`src/hw/rtl/dlte_pkg.sv`:
```
// Types, constants and saturating Q16.16 helpers of the dense layer engine.
// Used by the front end, the back end, the top level and the checker.
package dlte_pkg;

  localparam int VW          = 32;
  localparam int FRAC        = 16;
  localparam int MAX_INPUTS  = 64;
  localparam int MAX_NEURONS = 32;
  localparam int XI_W        = $clog2(MAX_INPUTS);
  localparam int NI_W        = $clog2(MAX_NEURONS);
  localparam int WA_W        = NI_W + XI_W;
  localparam int CNT_IN_W    = 7;
  localparam int CNT_N_W     = 6;
  localparam int LR_W        = 17;
  localparam int RES_IDX_W   = 6;
  localparam int IN_TDATA_W  = 48;
  localparam int OUT_TDATA_W = 40;
  localparam int LEAK_SLOPE  = 655;

  typedef logic signed [VW-1:0] val_t;
  typedef logic signed [2*VW-1:0] prod_t;

  localparam val_t MAXV = {1'b0, {(VW-1){1'b1}}};
  localparam val_t MINV = {1'b1, {(VW-1){1'b0}}};

  typedef enum logic [2:0] {
    ACT_WR_W  = 3'd0,
    ACT_WR_B  = 3'd1,
    ACT_WR_X  = 3'd2,
    ACT_WR_E  = 3'd3,
    ACT_FWD   = 3'd4,
    ACT_BWD   = 3'd5,
    ACT_UPD   = 3'd6,
    ACT_NONE  = 3'd7
  } action_t;

  typedef enum logic [2:0] {
    OP_WR_W, OP_WR_B, OP_WR_X, OP_WR_E, OP_FWD, OP_BWD, OP_RDERR, OP_UPD
  } op_t;

  localparam logic [1:0] MODE_BOTH = 2'd0;
  localparam logic [1:0] MODE_ERR  = 2'd1;
  localparam logic [1:0] MODE_GRAD = 2'd2;
  localparam logic [1:0] MODE_READ = 2'd3;

  localparam logic [1:0] AF_LIN  = 2'd0;
  localparam logic [1:0] AF_RELU = 2'd1;

  localparam logic [1:0] KIND_ACT  = 2'd0;
  localparam logic [1:0] KIND_IERR = 2'd1;
  localparam logic [1:0] KIND_MAX  = 2'd2;

  localparam logic [1:0] CFG_ACT = 2'd0;
  localparam logic [1:0] CFG_NIN = 2'd1;
  localparam logic [1:0] CFG_NN  = 2'd2;
  localparam logic [1:0] CFG_LR  = 2'd3;

  typedef struct packed {
    op_t             op;
    logic [NI_W-1:0] ni;
    logic [XI_W-1:0] ii;
    val_t            data;
    logic            do_err;
    logic            do_grad;
  } cmd_t;

  typedef struct packed {
    logic [1:0]          act_kind;
    logic [CNT_IN_W-1:0] nin;
    logic [CNT_N_W-1:0]  nn;
    logic [LR_W-1:0]     lr;
  } cfg_t;

  // Product shifted right by the fraction bits (floor), then saturated.
  function automatic val_t sat_q(input prod_t p);
    prod_t s;
    s = p >>> FRAC;
    if (!s[2*VW-1] && (|s[2*VW-2:VW-1])) return MAXV;
    if (s[2*VW-1] && !(&s[2*VW-2:VW-1])) return MINV;
    return s[VW-1:0];
  endfunction

  // Saturating add.
  function automatic val_t sadd(input val_t a, input val_t b);
    logic signed [VW:0] t;
    t = {a[VW-1], a} + {b[VW-1], b};
    if (t[VW] != t[VW-1]) return t[VW] ? MINV : MAXV;
    return t[VW-1:0];
  endfunction

  // Saturating magnitude.
  function automatic val_t sabs(input val_t v);
    if (v == MINV) return MAXV;
    return v[VW-1] ? -v : v;
  endfunction

endpackage

```
`src/hw/rtl/dlte_front.sv`:
```
// Front end of the dense layer engine: takes input items, decodes them into
// commands and holds them in a two-entry queue. Depends on dlte_pkg.
module dlte_front (
  input  logic                             clk,
  input  logic                             rst_n,
  input  logic                             in_tvalid,
  output logic                             in_tready,
  // neuron_index, input_index, data_value, backward_mode (lowest bit first)
  input  logic [dlte_pkg::IN_TDATA_W-1:0]  in_tdata,
  // action
  input  logic [2:0]                       in_tuser,
  input  logic                             clearing,
  output logic                             cmd_valid,
  input  logic                             cmd_ready,
  output dlte_pkg::cmd_t                   cmd
);
  import dlte_pkg::*;

  cmd_t       q_r [0:1];
  logic       wp_r, rp_r;
  logic [1:0] cnt_r;
  cmd_t       dec;
  logic       keep;
  logic       push, pop;
  logic [1:0] mode;

  // Decode the item into a command; the unused action code is dropped.
  always_comb begin
    mode        = in_tdata[44:43];
    dec.ni      = in_tdata[4:0];
    dec.ii      = in_tdata[10:5];
    dec.data    = in_tdata[42:11];
    dec.do_err  = (mode != MODE_GRAD);
    dec.do_grad = (mode != MODE_ERR);
    dec.op      = OP_WR_W;
    keep        = 1'b1;
    unique case (action_t'(in_tuser))
      ACT_WR_W: dec.op = OP_WR_W;
      ACT_WR_B: dec.op = OP_WR_B;
      ACT_WR_X: dec.op = OP_WR_X;
      ACT_WR_E: dec.op = OP_WR_E;
      ACT_FWD:  dec.op = OP_FWD;
      ACT_BWD:  dec.op = (mode == MODE_READ) ? OP_RDERR : OP_BWD;
      ACT_UPD:  dec.op = OP_UPD;
      default:  keep   = 1'b0;
    endcase
  end

  assign in_tready = (cnt_r != 2'd2) && !clearing;
  assign push      = in_tvalid && in_tready && keep;
  assign cmd_valid = (cnt_r != 2'd0);
  assign pop       = cmd_valid && cmd_ready;
  assign cmd       = q_r[rp_r];

  // Queue pointers and fill count.
  always_ff @(posedge clk) begin
    if (!rst_n) begin
      wp_r  <= 1'b0;
      rp_r  <= 1'b0;
      cnt_r <= 2'd0;
    end else begin
      if (push) wp_r <= ~wp_r;
      if (pop) rp_r <= ~rp_r;
      cnt_r <= cnt_r + {1'b0, push} - {1'b0, pop};
    end
  end

  // Queue storage.
  always_ff @(posedge clk) begin
    if (push) q_r[wp_r] <= dec;
  end

endmodule

```
`config.mk`:
```
export PLATFORM = sky130hd
export DESIGN_NAME = dlte_front
export DESIGN_NICKNAME = d
export VERILOG_FILES = /design/src/hw/rtl/dlte_pkg.sv /design/src/hw/rtl/dlte_front.sv
export SDC_FILE = /design/constraint.sdc
export NUM_CORES = 1
export LEC_CHECK = 0
export ABC_AREA = 1
export BUFFER_PORTS_ARGS = -buffer_cell sky130_fd_sc_hd__buf_4
export CORE_MARGIN = 2
export CORE_UTILIZATION = 35
export CTS_CLUSTER_DIAMETER = 120
export DETAILED_ROUTE_END_ITERATION = 7
export PLACE_DENSITY = 0.67
export SLEW_MARGIN = 20
export SYNTH_ARGS = -nofsm -noshare
export SYNTH_HDL_FRONTEND = slang
export SYNTH_SLANG_ARGS = --single-unit
export TNS_END_PERCENT = 10
```
`constraint.sdc`:
```
create_clock -name clk -period 4.03 [get_ports clk]
set_clock_uncertainty 0.2 [all_clocks]
set_input_delay 1.209 -clock clk [delete_from_list [all_inputs] [get_ports clk]]
set_output_delay 1.209 -clock clk [all_outputs]
set_load 0.1 [all_outputs]
```
After elaboration in Yosys (flattened, before gate mapping). Memories as Yosys holds them, arrays and structs flattened. A register that Yosys moved wholly into a read port is not among the register bits. Cells that the tools add are included.

Divide/modulo/power cells: 0. Magnitude comparators: 0. Shift operators: 0. Multipliers: 0. Reduce and logical (&&, ||, !) cells: 8. Multiplexer cells: 7. Bitwise logic cells: 2. Equality and inequality tests: 10. Add/subtract/negate cells: 2.

Operator list (number): one-hot mux 3 bit (6 select lines) (1); equality test 3 bit, second input constant (3); OR reduction 7 bit (1); equality test 3 x 2 -> 1 bit, second input constant (2); two-way mux 1 bit (5); logical AND 1 bit (4); != test 2 bit, second input constant (2); equality test 3 x 1 -> 1 bit, second input constant (1); zero test 3 bit (1); adder 2 x 1 -> 2 bit (1); equality test 2 bit, second input constant (1); two-way mux 2 bit (1); != test 2 x 1 -> 1 bit, second input constant (1); NOT 1 bit (2); nonzero test 2 bit (1); subtractor 2 x 1 -> 2 bit (1); zero test 1 bit (1).

Bits in read-only memories: 0. Word-level logic and storage cells: 33. Bits in writable memories: 96. Output and inout port bits: 50. Memories kept: 1. Bits in latches: 0. Register bits after elaboration: 4.

Memories: q_r (depth 2, width 48, rd ports 1, clocked after memory_dff 1, wr ports 1, line dlte_front.sv:19) `cmd_t q_r [0:1];`.

Longest topological paths before layout. Gate-level depths: netlist of run 1.

Depth in word-level cells: 6. Gate-level depth with buffers: 12.

Worst setup path before layout of run 1. OpenSTA, ideal clock, no wires.

Path kind: input port to flip-flop. From: input in_tuser[0]. To: memory q_r[0][0] (netlist bit) (enable). Cell stages on the path: 5. Setup time: 0.454 ns. Path slack: -0.194 ns. Data arrival time: 3.570 ns. Cells stage by stage: nand3_1 nand2_1 nor2_1 inv_1 nor2_1.

Cells in the longest elaborated chain, start to end: 6. Elaborated cells between the ends (all ways): 12. Those cells by class: eq/ne (6); mux (3); reduce/logical (3).

Ends and longest elaborated chain: start: declaration (line dlte_front.sv:11) `input logic [2:0] in_tuser,`; equality test 3 bit, or another cell as far along (line dlte_front.sv:37) `unique case (action_t'(in_tuser))`; OR reduction 7 bit (no source line) (*); two-way mux 1 bit (*) (line dlte_front.sv:37); logical AND 1 bit (*) (line dlte_front.sv:50) `assign push = in_tvalid && in_tready && keep;`; two-way mux 1 bit (*) (line dlte_front.sv:70) `if (push) q_r[wp_r] <= dec;`; two-way mux 1 bit (implied by the code) (*) (line dlte_front.sv:70); end: declaration (line dlte_front.sv:19).

Every way passes the cells marked *; elsewhere a longest branch is shown, timed or not.

==> impl_metrics.env, run 1 <==
export IMPL_num_antenna_cells=0
export IMPL_layout_cell_area_non_filler_um2=5030
export IMPL_yosysWarnings=0
export IMPL_hpwlAfterDp_mm=4.41
export IMPL_grt_setup_unrepaired="no"
export IMPL_wire_length_of_the_first_global_routing_pass_mm=9.76
export IMPL_totalPowerFinal_mw=3.46
export IMPL_worst_setup_hold_path_clk_slew_ns=0.09
export IMPL_vdd_drop_max_mv=0.453
export IMPL_tritoncts="done"
export IMPL_crit_arrival_ns=1.97
export IMPL_first_iter_violations=62
export IMPL_final_hold_viol_count=0
export IMPL_layout_nets=370
export IMPL_pin_count=106
export IMPL_viasPerCell=4.44
export IMPL_outcome="finished clean"
export IMPL_cts_root_to_sink_buffers=2
export IMPL_totalWireLength_mm=6.52
export IMPL_synth_yosys_seq_area_share_pct=77.4
export IMPL_postPlaceCellArea_um2=4820
export IMPL_dr_total_vias=2030
export IMPL_gr_usage_met1_pct=12.5
export IMPL_antenna_violations_before_repair=0
export IMPL_mean_instance_size_in_the_synthesized_netlist_um2=19.3
export IMPL_insertion_delay_of_the_later_clocked_pin_in_the_worst_skew_pair_ns=0.36
export IMPL_timing_final_crit_share_pct=83.9
export IMPL_cap_violations=0
export IMPL_groute_layer_met3_usage_pct=3.53
export IMPL_synth_cells=200
export IMPL_dpl_cell_count=441
export IMPL_post_cts_setup_buffer_count=0
export IMPL_area_fraction_of_the_dominant_cell_type_after_synthesis_pct=74.8
export IMPL_power_per_cell_area_nw_per_um2=687
export IMPL_worstHoldPathType="reg2reg"
export IMPL_floorplan_initialDensity_pct=35.7
export IMPL_drt_pass1_iterations=4
export IMPL_critPathLaunchType="register"
export IMPL_timing_critical_path_fanout_max=30
export IMPL_global_route_usage_over_all_layers_pct=11.2
export IMPL_area_delta_synth_final_pct=30.4
export IMPL_hold_buffers=0
export IMPL_grt_start_max_net_pins=31
export IMPL_die_width_um=109
export IMPL_max_freq_ghz=0.296
export IMPL_worst_setup_end_kind="output pin"
export IMPL_cts_repair_resized=0
export IMPL_ys_top_cells_by_area="sky130_fd_sc_hd__edfxtp_1, sky130_fd_sc_hd__mux2_2, sky130_fd_sc_hd__mux2_4"
export IMPL_post_layout_nonfiller_instances=457
export IMPL_fp_row_count=38
export IMPL_finalCriticalPeriod_ns=3.38
export IMPL_busiest_layer_in_global_routing="met2"
export IMPL_yosys_cell_types_count=17
export IMPL_power_leakage_nw=1.94
export IMPL_ys_ff_latch=101
export IMPL_post_route_cells_drive_above_1_share_pct=54.9
export IMPL_overflow=0
export IMPL_crit_type="reg2out"
export IMPL_number_of_sinks_handled_by_clock_tree_synthesis=101
export IMPL_dieArea_um2=11900
export IMPL_number_of_global_route_vias_before_repair=2007
export IMPL_cell_area_after_synthesis_um2=3860
export IMPL_timing_max_slew_rel_slack_pct=60.8
export IMPL_die_height_um=109
export IMPL_place_port_buffers=102
export IMPL_place_congestion=0.646
export IMPL_gr_usage_met2_pct=19.3
export IMPL_final_util_pct=46.6
export IMPL_detail_route_drc_violations=0
export IMPL_antenna_left=0
export IMPL_clk_root_buffer_cell="sky130_fd_sc_hd__clkbuf_8"
export IMPL_wl_per_cell_um=14.3
export IMPL_netlist_top_cell_by_area="sky130_fd_sc_hd__edfxtp_1"
export IMPL_fin_tns_setup_ns=0
export IMPL_preCtsSetupSlack_ns=0.879
export IMPL_cts_htree_levels=3
export IMPL_worstMarginPinSlew_ns=0.588
export IMPL_slew_viol_final=0
export IMPL_syn_nets=258
export IMPL_cts_buffer_count=9
export IMPL_core_area_um2=10800
export IMPL_whs_ns=0.271
export IMPL_setup_viol_count_final=0
export IMPL_fin_ws_ns=0.650
export IMPL_worst_ep_required_time_ns=2.62
## worst paths after layout
check,startpoint,to,slack (ns),depth (start not counted)
setup / recovery,register,cmd[25],0.65,3
hold / removal,rp_r,register,0.27,2
setup reg to reg,cnt_r[0],q_r[1][40],1.98,7
hold reg to reg,rp_r,register,0.27,2
## worst max-delay path: stages (launching register included)
cell and delay, ns:
sky130_fd_sc_hd__dfxtp_2 0.70, sky130_fd_sc_hd__buf_12 0.29, sky130_fd_sc_hd__mux2_2 0.37, sky130_fd_sc_hd__buf_4 0.23
## state kept, by name, summed over array words and instances (netlist names), named ones only
name	count
cnt_r	2
q_r	96
rp_r	1
wp_r	1
## kinds of logic (layout without fill, tap and decap cells)
group           after synthesis  in the layout  synth area share, %
simple gates                 23             23                 2.34
buf+inv                      18            135                 2.40
compound gates                7              7                 1.07
mux                          48             48                 16.0
xor+xnor                      1              1                0.227
flops                       101            101                 77.4
fa+ha+maj                     2              2                0.649
## Yosys cell counts
master / count
sky130_fd_sc_hd__edfxtp_1: 96
sky130_fd_sc_hd__mux2_2: 28
sky130_fd_sc_hd__mux2_4: 20
sky130_fd_sc_hd__nand2_1: 14
sky130_fd_sc_hd__inv_1: 13
sky130_fd_sc_hd__nor2_1: 7
sky130_fd_sc_hd__dfxtp_1: 5
sky130_fd_sc_hd__a21oi_1: 4
sky130_fd_sc_hd__buf_6: 3
sky130_fd_sc_hd__buf_2: 2
sky130_fd_sc_hd__ha_1: 2
sky130_fd_sc_hd__a21boi_0: 1
sky130_fd_sc_hd__a31o_2: 1
sky130_fd_sc_hd__nand3_1: 1
sky130_fd_sc_hd__o21ai_0: 1
sky130_fd_sc_hd__or2_2: 1
sky130_fd_sc_hd__xnor2_1: 1
## per-layer routing
layer  up-vias  share of wire (%)  routed length, µm
met5         -                  0                  0
met4         0                1.4                 92
met3         8                5.6                365
met2        58                 53               3450
met1       998                 40               2610
li1        966                  -                  -
## layout by cell type, fill, tap and decap left out
master | Yosys | routed
sky130_fd_sc_hd__bufinv_16 | 0 | 1
sky130_fd_sc_hd__a21oi_1 | 4 | 4
sky130_fd_sc_hd__nor2_1 | 7 | 6
sky130_fd_sc_hd__nand2_1 | 14 | 14
sky130_fd_sc_hd__nor2_4 | 0 | 1
sky130_fd_sc_hd__ha_1 | 2 | 2
sky130_fd_sc_hd__a21boi_0 | 1 | 1
sky130_fd_sc_hd__dfxtp_2 | 0 | 1
sky130_fd_sc_hd__clkbuf_1 | 0 | 1
sky130_fd_sc_hd__buf_4 | 0 | 104
sky130_fd_sc_hd__buf_12 | 0 | 2
sky130_fd_sc_hd__edfxtp_1 | 96 | 96
sky130_fd_sc_hd__clkinvlp_4 | 0 | 1
sky130_fd_sc_hd__a31o_2 | 1 | 1
sky130_fd_sc_hd__inv_1 | 13 | 12
sky130_fd_sc_hd__clkbuf_8 | 0 | 12
sky130_fd_sc_hd__nand3_1 | 1 | 1
sky130_fd_sc_hd__inv_2 | 0 | 1
sky130_fd_sc_hd__xnor2_1 | 1 | 1
sky130_fd_sc_hd__mux2_4 | 20 | 20
sky130_fd_sc_hd__mux2_2 | 28 | 28
sky130_fd_sc_hd__or2_2 | 1 | 1
sky130_fd_sc_hd__o21ai_0 | 1 | 1
sky130_fd_sc_hd__dfxtp_1 | 5 | 4
sky130_fd_sc_hd__clkinv_2 | 0 | 1
## where the power goes
group	total, mW	leakage [nW]	switching [mW]	internal [mW]
registers	1.29	0.918	0.0477	1.24
logic	1.51	0.917	1.13	0.384
clock network	0.658	0.106	0.321	0.337
total	3.46	1.94	1.50	1.96
## cell type report
type / count / area (µm²)
clock inverter: 3 / 42.5
timing repair buffer: 106 / 821
multi-input combinational: 81 / 788
fill: 945 / 5760
clock buffer: 13 / 169
sequential: 101 / 2980
tap: 140 / 175
inverter: 13 / 48.8
Power figures use the tool's default switching activity.
==> inputs of run 2 (changes only) <==
--- a/config.mk
+++ b/config.mk
@@ -11,7 +11,7 @@
 export CORE_UTILIZATION = 35
 export CTS_CLUSTER_DIAMETER = 120
 export DETAILED_ROUTE_END_ITERATION = 7
-export PLACE_DENSITY = 0.67
+export PLACE_DENSITY = 0.65
 export SLEW_MARGIN = 20
 export SYNTH_ARGS = -nofsm -noshare
 export SYNTH_HDL_FRONTEND = slang
==> constraint.sdc (replaced) <==
create_clock -name clk -period 3.52 [get_ports clk]
set_clock_uncertainty 0.2 [all_clocks]
set_input_delay 1.056 -clock clk [delete_from_list [all_inputs] [get_ports clk]]
set_output_delay 1.056 -clock clk [all_outputs]
set_load 0.1 [all_outputs]
==> run 2 against run 1 <==
  * Non-clock buffer count up 2
  * Worst hold slack better by 0.0041 ns
  * Sequential power up 14%
  * Register-to-register slack worse by 0.47 ns
  * Critical path depth unchanged
  * Utilization up 0.46 points
  * Critical path type unchanged
  * Critical endpoint unchanged
==> impl_metrics.env, run 2 (synthesis gave the netlist of run 1 again) <==
export IMPL_critical_path_most_common_cell="sky130_fd_sc_hd__buf_4"
export IMPL_post_cts_setup_buffer_count=0
export IMPL_insertion_delay_of_the_later_clocked_pin_in_the_worst_skew_pair_ns=0.37
export IMPL_layout_cells_most_common_list="sky130_fd_sc_hd__buf_4, sky130_fd_sc_hd__edfxtp_1, sky130_fd_sc_hd__mux2_2"
export IMPL_max_freq_ghz=0.311
export IMPL_mostFrequentLayoutCell="sky130_fd_sc_hd__buf_4"
export IMPL_post_route_cells_drive_above_1_share_pct=55.5
export IMPL_dieArea_um2=11900
export IMPL_num_antenna_cells=0
export IMPL_wl_per_cell_um=14.4
export IMPL_cts_buffer_count=9
export IMPL_timing_final_crit_share_pct=91.5
export IMPL_power_per_cell_area_nw_per_um2=805
export IMPL_worst_ep_required_time_ns=2.26
export IMPL_top_regs="q_r (96), cnt_r (2)"
export IMPL_number_of_global_route_vias_before_repair=1978
export IMPL_multi_input_gate_area_in_the_final_layout_um2=788
export IMPL_cts_htree_levels=3
export IMPL_clk_root_buffer_cell="sky130_fd_sc_hd__clkbuf_8"
export IMPL_layout_nets=372
export IMPL_r2r_slack_ns=1.51
export IMPL_critPathLaunchType="register"
export IMPL_cts_root_to_sink_buffers=2
export IMPL_first_iter_violations=59
export IMPL_hpwlAfterDp_mm=4.39
export IMPL_wire_length_of_the_first_global_routing_pass_mm=9.67
export IMPL_slew_viol_final=0
export IMPL_nFillCells=938
export IMPL_fin_tns_setup_ns=0
export IMPL_timing_critical_path_buf_inv=2
export IMPL_power_leakage_nw=1.96
export IMPL_setup_viol_count_final=0
export IMPL_worst_setup_end_kind="output pin"
export IMPL_worstMarginPinSlew_ns=0.542
export IMPL_cap_violations=0
export IMPL_outcome="finished clean"
export IMPL_viasPerCell=4.41
export IMPL_tritoncts="done"
export IMPL_timing_critical_path_fanout_max=17
export IMPL_timing_critical_path_slowest_cell_delay_ns=0.68
export IMPL_antenna_violations_before_repair=0
export IMPL_fp_row_count=38
export IMPL_grt_setup_unrepaired="no"
export IMPL_pin_count=106
export IMPL_place_congestion=0.651
export IMPL_core_area_um2=10800
export IMPL_totalWireLength_mm=6.60
export IMPL_cts_repair_resized=0
export IMPL_antenna_left=0
export IMPL_crit_family="flip-flops"
export IMPL_totalPowerFinal_mw=4.09
export IMPL_path_cells="buf_4, mux2_2, buf_4"
export IMPL_worstHoldPathType="reg2reg"
export IMPL_timing_max_slew_rel_slack_pct=63.8
export IMPL_overflow=0
export IMPL_flip_flop_count_of_the_largest_register_all_copies_and_words_added=96
export IMPL_die_width_um=109
export IMPL_detail_route_drc_violations=0
export IMPL_hold_buffers=0
export IMPL_worst_setup_hold_path_clk_slew_ns=0.10
export IMPL_global_route_usage_over_all_layers_pct=11.3
export IMPL_drt_pass1_iterations=4
export IMPL_finalCriticalPeriod_ns=3.22
export IMPL_die_height_um=109
export IMPL_number_of_sinks_handled_by_clock_tree_synthesis=101
export IMPL_grt_start_max_net_pins=32
export IMPL_regArea_um2=2980
export IMPL_library_cell_contributing_the_largest_single_delay_on_the_critical_path="sky130_fd_sc_hd__dfxtp_2"
export IMPL_area_delta_synth_final_pct=31.7
export IMPL_place_port_buffers=102
export IMPL_dr_total_vias=2023
export IMPL_final_hold_viol_count=0
export IMPL_max_flop_register="q_r"
export IMPL_crit_type="reg2out"
export IMPL_vdd_drop_max_mv=0.439
export IMPL_crit_arrival_ns=1.96
export IMPL_floorplan_initialDensity_pct=35.7
run 2: cell count changes in the layout (fill, tap and decap cells not counted):
cell / delta
sky130_fd_sc_hd__clkbuf_8: -3
sky130_fd_sc_hd__buf_4: +2
sky130_fd_sc_hd__bufinv_16: +2
sky130_fd_sc_hd__clkbuf_1: -1
sky130_fd_sc_hd__clkinv_2: -1
sky130_fd_sc_hd__clkinv_4: +1
sky130_fd_sc_hd__clkinvlp_4: +1
sky130_fd_sc_hd__inv_6: +1
run 2: through the flow:
stage	cell area [µm²]	util, %	std cells	hold WS [ns]	worst slack (ns)
floorplan	3860	-	200	0.247	0.251
global placement	4830	44.8	443	0.254	0.644
detailed placement	4830	44.8	443	0.259	0.641
CTS	5080	47.1	459	0.275	0.221
global route	5080	47.1	459	0.327	0.157
finish	5080	47.1	459	0.275	0.301
run 2: cell type report:
type	instances	share of cell area, %
multi-input combinational	81	15.5
inverter	13	0.961
sequential	101	58.8
timing repair buffer	108	16.5
tap	140	3.45
clock inverter	7	2.41
clock buffer	9	2.44
run 2: report_power, final:
group | internal (mW) | switching, mW
Clock | 0.475 | 0.399
Sequential | 1.42 | 0.0527
Combinational | 0.447 | 1.29
Total | 2.34 | 1.75
run 2: worst paths after layout:
path	to	cells past startpoint	start
worst max-delay path	cmd[25]	3	register
worst min-delay path	register	2	rp_r
worst max register to register	cnt_r[1]	12	cnt_r[0]
worst min register to register	register	2	rp_r
run 2: layer usage:
layer / up-vias / share of wire, % / track usage, %
met4: 0 / 1.6 / 5.77
met2: 68 / 50 / 18.8
met5: - / 0 / 0
met1: 972 / 42 / 13.0
met3: 9 / 6.1 / 3.65
li1: 974 / - / -
run 2: worst register-to-register path, stage by stage, from the launching register on:
cell and delay (ns):
sky130_fd_sc_hd__dfxtp_1 0.35, sky130_fd_sc_hd__inv_1 0.06, sky130_fd_sc_hd__nand2_1 0.05, sky130_fd_sc_hd__nand2_1 0.06
sky130_fd_sc_hd__nor2_1 0.20, sky130_fd_sc_hd__inv_1 0.12, sky130_fd_sc_hd__ha_1 0.29, sky130_fd_sc_hd__inv_1 0.04
sky130_fd_sc_hd__ha_1 0.17, sky130_fd_sc_hd__xnor2_1 0.21, sky130_fd_sc_hd__nand2_1 0.08, sky130_fd_sc_hd__nand2_1 0.06
sky130_fd_sc_hd__nor2_1 0.04
